**config.mk**
```make
export PLATFORM = sky130hd
export DESIGN_NAME = clipped_alpha_blend_blit
export DESIGN_NICKNAME = d
export VERILOG_FILES = /design/src/rtl/cabb_pkg.sv /design/src/rtl/cabb_mix.sv /design/src/rtl/clipped_alpha_blend_blit.sv
export VERILOG_INCLUDE_DIRS = /design/src /design/src/rtl
export SDC_FILE = /design/constraint.sdc
export NUM_CORES = 2
export LEC_CHECK = 0
export ABC_AREA = 1
export BUFFER_PORTS_ARGS = -buffer_cell sky130_fd_sc_hd__buf_2
export CAP_MARGIN = 15
export CORE_MARGIN = 3
export CORE_UTILIZATION = 45
export DETAILED_ROUTE_END_ITERATION = 8
export GPL_TIMING_DRIVEN = 0
export RECOVER_POWER = 25
export SLEW_MARGIN = 0
export SYNTH_ARGS = -nofsm -noshare
export SYNTH_HDL_FRONTEND = slang
export SYNTH_SLANG_ARGS = --single-unit
```
**constraint.sdc**
```tcl
create_clock -name clk_i -period 6.6 [get_ports clk_i]
set_input_delay 0.66 -clock clk_i [delete_from_list [all_inputs] [get_ports clk_i]]
set_output_delay 0.66 -clock clk_i [all_outputs]
set_load 0.01 [all_outputs]
```
**src/rtl/clipped_alpha_blend_blit_assert.svh**
```systemverilog
// Assertion macros for the blend blitter; each use sits on a line of its own.
`ifndef CLIPPED_ALPHA_BLEND_BLIT_ASSERT_SVH
`define CLIPPED_ALPHA_BLEND_BLIT_ASSERT_SVH

// Same-cycle implication, checked out of reset.
`define CABB_ASSERT_NOW(lbl, ante, cons, msg) \
  lbl: assert property (@(posedge clk_i) disable iff (!rst_ni) (ante) |-> (cons)) \
    else $error(msg);

// Next-cycle implication, checked out of reset.
`define CABB_ASSERT_NEXT(lbl, ante, cons, msg) \
  lbl: assert property (@(posedge clk_i) disable iff (!rst_ni) (ante) |=> (cons)) \
    else $error(msg);

`endif

```
**src/rtl/cabb_pkg.sv**
```systemverilog
package cabb_pkg;

  localparam int unsigned MaxDimension = 4096;
  localparam int unsigned DimW   = 13;
  localparam int unsigned CntW   = 12;
  localparam int unsigned OffW   = 12;
  localparam int unsigned AddrW  = 24;
  localparam int unsigned TotalW = 25;
  localparam int unsigned ChanW  = 8;

  localparam logic [DimW-1:0]   DimMax   = DimW'(MaxDimension);
  localparam logic [TotalW-1:0] TotalMax = '1;

  typedef logic [ChanW-1:0] chan_t;

  typedef enum logic [2:0] {
    CfgSourceWidth  = 3'd0,
    CfgSourceHeight = 3'd1,
    CfgDestWidth    = 3'd2,
    CfgDestHeight   = 3'd3,
    CfgOffsetX      = 3'd4,
    CfgOffsetY      = 3'd5
  } cfg_idx_e;

  // One item after placement and clipping, before blend and address math.
  typedef struct packed {
    chan_t             src_red;
    chan_t             src_green;
    chan_t             src_blue;
    chan_t             src_alpha;
    chan_t             dst_red;
    chan_t             dst_green;
    chan_t             dst_blue;
    logic              in_dest;
    logic              wr_en;
    logic              last;
    logic [DimW-1:0]   dx;
    logic [DimW-1:0]   dy;
    logic [DimW-1:0]   dw;
    logic [TotalW-1:0] count;
  } place_t;

endpackage

```
**src/rtl/cabb_mix.sv**
```systemverilog
module cabb_mix
  import cabb_pkg::*;
(
  input  chan_t dst_i,
  input  chan_t src_i,
  input  chan_t alpha_i,
  output chan_t mix_o
);

  logic signed [ChanW:0]       diff;
  logic signed [2*ChanW+1:0]   prod;
  logic        [2*ChanW-1:0]   base;
  logic signed [2*ChanW+1:0]   total;
  logic        [2*ChanW-1:0]   x;
  logic        [2*ChanW:0]     q_sum;

  // dst*(255-a) + src*a == dst*255 + (src-dst)*a, one multiply per channel.
  assign diff  = $signed({1'b0, src_i}) - $signed({1'b0, dst_i});
  assign prod  = diff * $signed({1'b0, alpha_i});
  assign base  = {dst_i, {ChanW{1'b0}}} - {{ChanW{1'b0}}, dst_i};
  assign total = $signed({2'b00, base}) + prod;
  assign x     = total[2*ChanW-1:0];

  // Exact floor(x/255) for x up to 255*255.
  assign q_sum = {1'b0, x} + {{(ChanW+1){1'b0}}, x[2*ChanW-1:ChanW]} + (2*ChanW+1)'(1);
  assign mix_o = q_sum[2*ChanW-1:ChanW];

endmodule

```
**src/rtl/clipped_alpha_blend_blit.sv**
```systemverilog
// Items pass through the placement register, then the result register, from input accept to result valid.
// Throughput: one item per cycle while results are taken; the pixel and result stages advance together as a pipeline.
// Stall: s_axis_tready_o drops only when both stages are full and the result is not taken.
// Reset (rst_ni low, asynchronous): pipeline empties, counters and pixel count clear,
// sizes return to 1x1 source and destination with zero offset.
module clipped_alpha_blend_blit
  import cabb_pkg::*;
(
  input  logic         clk_i,
  input  logic         rst_ni,
  // configuration write port
  input  logic         cfg_we_i,
  input  logic [2:0]   cfg_index_i,
  input  logic [12:0]  cfg_data_i,
  // input items
  input  logic         s_axis_tvalid_i,
  output logic         s_axis_tready_o,
  // src_red, src_green, src_blue, src_alpha, dst_red, dst_green, dst_blue (8 bits each)
  input  logic [55:0]  s_axis_tdata_i,
  // result items
  output logic         m_axis_tvalid_o,
  input  logic         m_axis_tready_i,
  // dest_address[23:0], out_red, out_green, out_blue, blended_count[24:0], zero pad
  output logic [79:0]  m_axis_tdata_o,
  // write_enable
  output logic         m_axis_tuser_o,
  // frame_last
  output logic         m_axis_tlast_o
);

  `include "clipped_alpha_blend_blit_assert.svh"

  // ---------------------------------------------------------------
  // Configuration registers
  // ---------------------------------------------------------------
  logic [DimW-1:0] src_w_q, src_h_q, dst_w_q, dst_h_q;
  logic [OffW-1:0] off_x_q, off_y_q;

  always_ff @(posedge clk_i or negedge rst_ni) begin
    if (!rst_ni) begin
      src_w_q <= DimW'(1);
      src_h_q <= DimW'(1);
      dst_w_q <= DimW'(1);
      dst_h_q <= DimW'(1);
      off_x_q <= '0;
      off_y_q <= '0;
    end else if (cfg_we_i) begin
      unique case (cfg_idx_e'(cfg_index_i))
        CfgSourceWidth:  src_w_q <= cfg_data_i;
        CfgSourceHeight: src_h_q <= cfg_data_i;
        CfgDestWidth:    dst_w_q <= cfg_data_i;
        CfgDestHeight:   dst_h_q <= cfg_data_i;
        CfgOffsetX:      off_x_q <= cfg_data_i[OffW-1:0];
        CfgOffsetY:      off_y_q <= cfg_data_i[OffW-1:0];
        default: ;       // drop writes beyond the register list
      endcase
    end
  end

  // Effective sizes: source dims at least 1, all dims saturate at the maximum.
  // A zero destination dim stays zero so nothing lands inside.
  logic [DimW-1:0] sw_eff, sh_eff, dw_eff, dh_eff;

  always_comb begin
    sw_eff = (src_w_q == '0) ? DimW'(1) : ((src_w_q > DimMax) ? DimMax : src_w_q);
    sh_eff = (src_h_q == '0) ? DimW'(1) : ((src_h_q > DimMax) ? DimMax : src_h_q);
    dw_eff = (dst_w_q > DimMax) ? DimMax : dst_w_q;
    dh_eff = (dst_h_q > DimMax) ? DimMax : dst_h_q;
  end

  // ---------------------------------------------------------------
  // Pipeline handshake
  // ---------------------------------------------------------------
  logic   s1_valid_q, out_valid_q;
  logic   out_load, s1_load, s_fire;
  place_t s1_q, s1_d;

  // The result register loads from a full placement register whenever it is empty or being drained; the
  // placement register loads whenever its content moves on or it is empty.
  assign out_load        = s1_valid_q && (!out_valid_q || m_axis_tready_i);
  assign s_axis_tready_o = !s1_valid_q || !out_valid_q || m_axis_tready_i;
  assign s_fire          = s_axis_tvalid_i && s_axis_tready_o;
  assign s1_load         = s_fire;

  // ---------------------------------------------------------------
  // Placement, clipping and frame counters (at accept)
  // ---------------------------------------------------------------
  logic [CntW-1:0]   col_q, row_q, col_d, row_d;
  logic [TotalW-1:0] total_q, total_d;
  logic [DimW-1:0]   dx, dy, col_nx, row_nx;
  logic              in_dest, wr_en, row_end, last;

  always_comb begin
    dx      = {1'b0, col_q} + {1'b0, off_x_q};
    dy      = {1'b0, row_q} + {1'b0, off_y_q};
    in_dest = (dx < dw_eff) && (dy < dh_eff);
    wr_en   = in_dest && (s_axis_tdata_i[31:24] != '0);
    col_nx  = {1'b0, col_q} + DimW'(1);
    row_nx  = {1'b0, row_q} + DimW'(1);
    // A counter already at or past a shrunken size ends its row or frame now.
    row_end = col_nx >= sw_eff;
    last    = row_end && (row_nx >= sh_eff);

    total_d = total_q;
    if (wr_en && (total_q != TotalMax)) begin
      total_d = total_q + TotalW'(1);
    end

    s1_d.src_red   = s_axis_tdata_i[7:0];
    s1_d.src_green = s_axis_tdata_i[15:8];
    s1_d.src_blue  = s_axis_tdata_i[23:16];
    s1_d.src_alpha = s_axis_tdata_i[31:24];
    s1_d.dst_red   = s_axis_tdata_i[39:32];
    s1_d.dst_green = s_axis_tdata_i[47:40];
    s1_d.dst_blue  = s_axis_tdata_i[55:48];
    s1_d.in_dest   = in_dest;
    s1_d.wr_en     = wr_en;
    s1_d.last      = last;
    s1_d.dx        = dx;
    s1_d.dy        = dy;
    s1_d.dw        = dw_eff;
    s1_d.count     = total_d;

    priority if (last) begin
      col_d = '0;
      row_d = '0;
    end else if (row_end) begin
      col_d = '0;
      row_d = row_nx[CntW-1:0];
    end else begin
      col_d = col_nx[CntW-1:0];
      row_d = row_q;
    end
  end

  always_ff @(posedge clk_i or negedge rst_ni) begin
    if (!rst_ni) begin
      col_q   <= '0;
      row_q   <= '0;
      total_q <= '0;
    end else if (s_fire) begin
      col_q   <= col_d;
      row_q   <= row_d;
      // Clear the pixel count at frame end; the item itself carries the total.
      total_q <= last ? '0 : total_d;
    end
  end

  always_ff @(posedge clk_i or negedge rst_ni) begin
    if (!rst_ni) begin
      s1_valid_q <= 1'b0;
    end else if (s1_load || out_load) begin
      s1_valid_q <= s1_load;
    end
  end

  always_ff @(posedge clk_i) begin
    if (s1_load) begin
      s1_q <= s1_d;
    end
  end

  // ---------------------------------------------------------------
  // Blend and address (placement register -> result register)
  // ---------------------------------------------------------------
  chan_t            mix_r, mix_g, mix_b;
  logic [2*DimW-1:0] row_base;
  logic [AddrW-1:0]  addr_d;

  cabb_mix u_mix_r (
    .dst_i   (s1_q.dst_red),
    .src_i   (s1_q.src_red),
    .alpha_i (s1_q.src_alpha),
    .mix_o   (mix_r)
  );

  cabb_mix u_mix_g (
    .dst_i   (s1_q.dst_green),
    .src_i   (s1_q.src_green),
    .alpha_i (s1_q.src_alpha),
    .mix_o   (mix_g)
  );

  cabb_mix u_mix_b (
    .dst_i   (s1_q.dst_blue),
    .src_i   (s1_q.src_blue),
    .alpha_i (s1_q.src_alpha),
    .mix_o   (mix_b)
  );

  // Address wraps to 24 bits; clipped pixels report address zero.
  assign row_base = s1_q.dy * s1_q.dw;
  assign addr_d   = s1_q.in_dest ? (row_base[AddrW-1:0] + AddrW'(s1_q.dx)) : '0;

  logic [AddrW-1:0]  addr_q;
  chan_t             red_q, green_q, blue_q;
  logic [TotalW-1:0] count_q;
  logic              wr_en_q, last_q;

  always_ff @(posedge clk_i or negedge rst_ni) begin
    if (!rst_ni) begin
      out_valid_q <= 1'b0;
    end else if (out_load || m_axis_tready_i) begin
      out_valid_q <= out_load;
    end
  end

  always_ff @(posedge clk_i) begin
    if (out_load) begin
      addr_q  <= addr_d;
      red_q   <= mix_r;
      green_q <= mix_g;
      blue_q  <= mix_b;
      count_q <= s1_q.count;
      wr_en_q <= s1_q.wr_en;
      last_q  <= s1_q.last;
    end
  end

  assign m_axis_tvalid_o = out_valid_q;
  assign m_axis_tdata_o  = {7'd0, count_q, blue_q, green_q, red_q, addr_q};
  assign m_axis_tuser_o  = wr_en_q;
  assign m_axis_tlast_o  = last_q;

  // ---------------------------------------------------------------
  // Assertions
  // ---------------------------------------------------------------
  `CABB_ASSERT_NOW(a_we_has_count, m_axis_tvalid_o && m_axis_tuser_o, count_q != '0, "written item with zero count")
  `CABB_ASSERT_NEXT(a_frame_clear, s_fire && last, (col_q == '0) && (row_q == '0) && (total_q == '0), "counters not cleared at frame end")
  `CABB_ASSERT_NOW(a_stall_full, !s_axis_tready_o, s1_valid_q && out_valid_q, "input stalled with a free stage")
  `CABB_ASSERT_NOW(a_we_in_dest, s1_valid_q && s1_q.wr_en, s1_q.in_dest, "write enable on a clipped pixel")

endmodule

```
# Word level (Yosys, flattened, before mapping)
# Cells that the tools add are included.
# Widths: inputs -> output; s select.
[totals]
register_bits = 325
inputBits = 77
output_inout_bits = 84
[op_classes]
add_sub_neg = 21
multipliers = 4
magnitude_cmp = 8
n_eq_ne = 6
n_mux = 12
reduce_logical = 25
[ops]
columns = ["operator", "count"]
rows = [
  ["$mux 13", 6],
  ["$gt 13x13->1 const B", 4],
  ["$mux 25", 2],
  ["$add 16x1->16 const B", 3],
  ["$add 16x16->16", 3],
  ["$add 16x8->16", 3],
  ["$mul 9x9->16", 3],
  ["$mux 12", 4],
  ["$sub 16x8->16", 3],
  ["$sub 8x8->9", 3],
  ["$add 12x1->13 const B", 2],
  ["$add 12x12->13", 2],
  ["$ge 13x13->1", 2],
  ["$logic_not 13->1", 2],
  ["$lt 13x13->1", 2],
  ["$add 25x1->25 const B", 1],
  ["$ne 25x25->1 const B", 1],
  ["$add 24x13->24", 1],
  ["$mul 13x13->24", 1],
  ["$reduce_and 2->1", 7],
  ["$reduce_bool 8->1", 1],
  ["$eq 3x2->1 const B", 2],
  ["$eq 3x3->1 const B", 2],
  ["$logic_and 1x1->1", 6],
  ["other kinds (5)", 10],
]

# Longest topological paths before layout
[depth]
word_depth = 8
depth_mapped = 44
mapped_depth_nobuf = 44

# By module
# From an unflattened synthesis, not the netlist that was laid out.
[hier_totals]
hier_cells = 4096
hier_area_um2 = 33932.5
[by_module_without_submodules]
columns = ["module", "instances", "cells_per_inst", "area_each_um2", "seq_area_each_um2"]
rows = [
  ["clipped_alpha_blend_blit", 1, 2210, 20873.8, 9128.8],
  ["cabb_mix at u_mix_r", 1, 649, 4466.8, 0.0],
  ["cabb_mix at u_mix_g", 1, 654, 4435.5, 0.0],
  ["cabb_mix at u_mix_b", 1, 583, 4156.5, 0.0],
]

# Least setup slack after synthesis
# No wires, ideal clock.
[synth_path]
kind = "register -> register"
startpoint = "reg s1_q[67] (netlist bit)"
endpoint = "reg blue_q[0], data pin"
setup_ps = 260
arrival_time_ps = 6575
required_ps = 6340
slack_ps = -235
stages_incl_launch_ff = 36
path_buffers = 0
synth_period_minus_slack_ps = 6835
cell_sequence = "edfxtp_1 -> ha_1 -> fa_1 -> inv_1 -> nand2_1 -> nand2_1 -> nand2_1 -> nor2_1 -> nor2_1 -> xnor2_1 -> nand2_1 -> fa_1 -> inv_1 -> fa_1 -> fa_1 -> fa_1 -> inv_1 -> fa_1 -> inv_1 -> ha_1 -> nand2_1 -> nor2_1 -> nand2_1 -> nand3_1 -> xor2_1 -> inv_1 -> ha_1 -> a21oi_1 -> nor2_1 -> a211oi_1 -> nand2_1 -> nand2_1 -> nand2_1 -> nand2_1 -> nand2_2 -> xor2_1"
[synth_via]
elab_chain_cells = 5
word_cells_on_any_way = 6
cone_classes = "add/sub: 5; mul: 1"
[synth_lines]
columns = ["element", "line", "source"]
rows = [
  ["from (decl)", "clipped_alpha_blend_blit.sv:76", "place_t s1_q, s1_d;"],
  ["from (signal assigned)", "clipped_alpha_blend_blit.sv:159", "s1_q <= s1_d;"],
  ["$sub 8x8->9", "cabb_mix.sv:18", "assign diff = $signed({1'b0, src_i}) - $signed({1'b0, dst_i});"],
  ["$mul 9x9->16", "cabb_mix.sv:19", "assign prod = diff * $signed({1'b0, alpha_i});"],
  ["$add 16x16->16 *", "cabb_mix.sv:21", "assign total = $signed({2'b00, base}) + prod;"],
  ["$add 16x8->16 *", "cabb_mix.sv:25", "assign q_sum = {1'b0, x} + {{(ChanW+1){1'b0}}, x[2*ChanW-1:ChanW]} + (2*ChanW+1)'(1);"],
  ["$add 16x1->16 *", "cabb_mix.sv:25", ""],
  ["via mix_b[0]", "clipped_alpha_blend_blit.sv:166", "chan_t mix_r, mix_g, mix_b;"],
  ["to (signal assigned)", "clipped_alpha_blend_blit.sv:213", "blue_q <= mix_b;"],
  ["to (decl)", "clipped_alpha_blend_blit.sv:196", "chan_t red_q, green_q, blue_q;"],
]
# Mark *: on every way through the listed nets, which the timed path passes. The rest lies on a longest branch.
# A chain may end at the register's enable or synchronous reset.

# Worst setup path in the final report
[layout_path]
startpoint = "reg s1_q[83] (netlist bit)"
endpoint = "reg red_q[7], data pin"
[layout_via]
elab_chain_cells = 5
word_cells_on_any_way = 6
cone_classes = "add/sub: 5; mul: 1"
[layout_lines]
columns = ["element", "line", "source"]
rows = [
  ["$sub 8x8->9", "cabb_mix.sv:18", ""],
  ["$mul 9x9->16", "cabb_mix.sv:19", ""],
  ["$add 16x16->16 *", "cabb_mix.sv:21", ""],
  ["$add 16x8->16 *", "cabb_mix.sv:25", ""],
  ["$add 16x1->16 *", "cabb_mix.sv:25", ""],
  ["via mix_r[7]", "clipped_alpha_blend_blit.sv:166", ""],
  ["to (signal assigned)", "clipped_alpha_blend_blit.sv:211", "red_q <= mix_r;"],
  ["to (decl)", "clipped_alpha_blend_blit.sv:196", ""],
]
# Marked as above.

==> flow_summary.ini <==
[min_path]
timing.hold.worst.class = in -> reg

[route]
detailroute.via_count = 26560
detail_route.iter0.violations = 1316
drc_errors = 0
total_length_of_routed_wires_um = 86900
detail_route.vias_per_cell = 4.95
wl_per_cell_um = 16.2
detailedRoute.firstPassIterationCount = 5
drt.antenna.violating_nets = 0

[clock_tree]
clk_tree_root_cell = clkbuf_16
max-clock-path-buffers = 3
clock_tree.htree_level_count = 2
cts.clk_slew.worst_paths_ns = 0.06
cts_tree = built
cts.sink_count = 325
worst_skew_pair.late_latency_ns = 0.60
cts-buffers-inserted = 40

[global_route]
grt_pass1_wl_um = 142000
globalRouteTotalUtil_pct = 22.7
number_of_antenna_violations_at_the_first_check_in_global_routing = 5
gr-total-overflow = 0
first_global_vias = 27097
grt_start_max_net_pins = 94

[logic_synthesis]
async_reset_ff_share_pct = 39.1
yosysWarnings = 0
seq_area_frac_synth_pct = 27.1
syn_area_sq_mm = 0.0337
count_of_flip_flops_with_a_built_in_enable_after_synthesis = 198
postSynthRegisterBits = 325
synthesis.instances = 4064
synth_cell_type_count = 52
syn_area_per_cell_sq_um = 8.29
yosys_most_used_dff = edfxtp_1

[floorplanning]
floorplan.die.width_um = 280
num_rows = 99
core_sq_mm = 0.0736
die_height_um = 280
floorplan.initialDensity_pct = 45.8
floorplan.io_pins = 161
die_area_sq_mm = 0.0781

[timing]
final_hold_viol_count = 0
worst-slew-pin-transition_ns = 2.35
finish_stage_setup_viols = 24
maxSlewViolCount = 130
unrepaired_setup_endpoints_after_global_routing = yes
setup_total_negative_slack_ns = -5.01
skew_ns = 0.0262
slew_headroom_pct = -56.4
max_freq_mhz = 145
post_route_minimum_period_ns = 6.91
period_utilization_pct = 105
timing.final.ws_setup_ns = -0.307

[setup_path]
timing.critical_path.mode_cell = inv_2
worst_ep_arrival_time_ns = 7.24
worstPathRequired_ns = 6.94
critPathKind = reg -> reg
crit_path_max_incr_delay_ns = 0.56
cp_max_fo = 4
kind_of_launch_point_of_the_worst_setup_path = flip-flop
slowest_stage = fa_1
sort_of_element_at_the_end_of_the_critical_path = flip-flop

[place]
gp_routability_congestion = 0.903
port_buffers = 153
dpl.hpwl_um = 68900

[final_layout]
layout_commonest_cell = nand2_1
share_of_cells_above_drive_strength_1_pct = 15.5
synthToLayoutAreaGrowth_pct = 17.8
final_nets = 5122
final_core_util_pct = 53.9
most-common-layout-cells = nand2_1, inv_1, fa_1

[status]
failed_checks = capacitance limit, slew limit, setup timing
result_of_the_run = complete, but fails checks

[flow_run]
drv_cap = 2
path summary, 6_finish.rpt:
| path | from | end | slack, ns | depth (start not counted) |
|---|---|---|---|---|
| min in group asynchronous | rst_ni | dst_w_q[10] | 1.19 | 2 |
| max | s1_q[83] | red_q[7] | -0.31 | 36 |
| min | s_axis_tdata_i[43] | s1_q[78] | 0.23 | 1 |
| min reg2reg | s1_q[4] | count_q[4] | 0.41 | 0 |
| max reg2reg | s1_q[83] | red_q[7] | -0.31 | 36 |
| max in group asynchronous | rst_ni | off_x_q[11] | 2.27 | 3 |
what timing repair did:
| item | 4_1_cts | 5_1_grt |
|---|---|---|
| hold buffers | 1 | 0 |
| setup endpoints to repair | 24 | 24 |
| setup buffers | 91 | 14 |
| pin swaps | 192 | 65 |
| hold endpoints to repair | 33 | 0 |
| gates resized for setup | 267 | 91 |
layout make-up:
class	count	area (sq um)
Timing Repair Buffer	265	1730
Inverter	919	3470
Multi-Input combinational cell	2740	22400
Antenna cell	2	5.00
Clock inverter	23	287
Buffer	86	379
Fill cell	6911	33900
Tap cell	959	1200
Clock buffer	51	1070
Sequential cell	325	9130
layer usage:
layer / GRT usage [%] / routed length [um]
met1: 31.3 / 39900
met2: 37.5 / 40200
met3: 3.06 / 4070
met4: 6.97 / 2760
met5: 0 / 34
registers in the layout, indices dropped and copies added, names as in the netlist, 13 cells and up:
register	count
addr_q	24
count_q	25
dst_h_q	13
dst_w_q	13
s1_q	123
src_h_q	13
src_w_q	13
total_q	25
cells in the mapped netlist, types with 80 or more instances:
cell type | n | area share (%)
nand2_1 | 1040 | 12
inv_1 | 899 | 10
fa_1 | 362 | 22
ha_1 | 306 | 11
nor2_1 | 245 | 2.7
edfxtp_1 | 198 | 18
nand3_1 | 153 | 2.3
a21oi_1 | 129 | 1.9
o21ai_0 | 128 | 1.9
dfrtp_1 | 123 | 9.1
xor2_1 | 81 | 2.1
nand4_1 | 80 | 1.5
critical path, delay by kind of cell, from the launching register on:
family | cells | cell delay (ns)
AO/OA/AOI/OAI | 2 | 0.24
XOR/XNOR | 1 | 0.27
adder cells (fa/ha/maj) | 9 | 3.76
buffers and inverters | 8 | 0.51
flip-flops | 1 | 0.43
AND/OR/NAND/NOR | 16 | 1.46
cell families (layout without fill, tap and decap cells):
kind of cell	count (synthesis)	in the layout	synth area share (%)
AND/OR/NAND/NOR	1612	1612	20.0
AO/OA/AOI/OAI	328	328	5.34
other	1	9	0.0111
buffers and inverters	1005	1344	11.4
XOR/XNOR	125	125	3.32
adder cells (fa/ha/maj)	668	668	32.9
flip-flops	325	325	27.1
metrics by stage:
step / cells / setup slack, ns / hold slack, ns / instance area [sq um]
after global routing: 5368 / -0.637 / 0.203 / 39700
final: 5370 / -0.307 / 0.232 / 39700
after floorplan: 4070 / -0.00689 / 0.364 / 33900
after CTS: 5354 / -0.282 / 0.189 / 39300
after global placement: 5182 / -1.23 / 0.404 / 35900
after detailed placement: 5188 / -1.02 / 0.405 / 36000
Power is not shown: default switching activity piles up to over one toggle a cycle in this logic, so the estimate is an artifact.
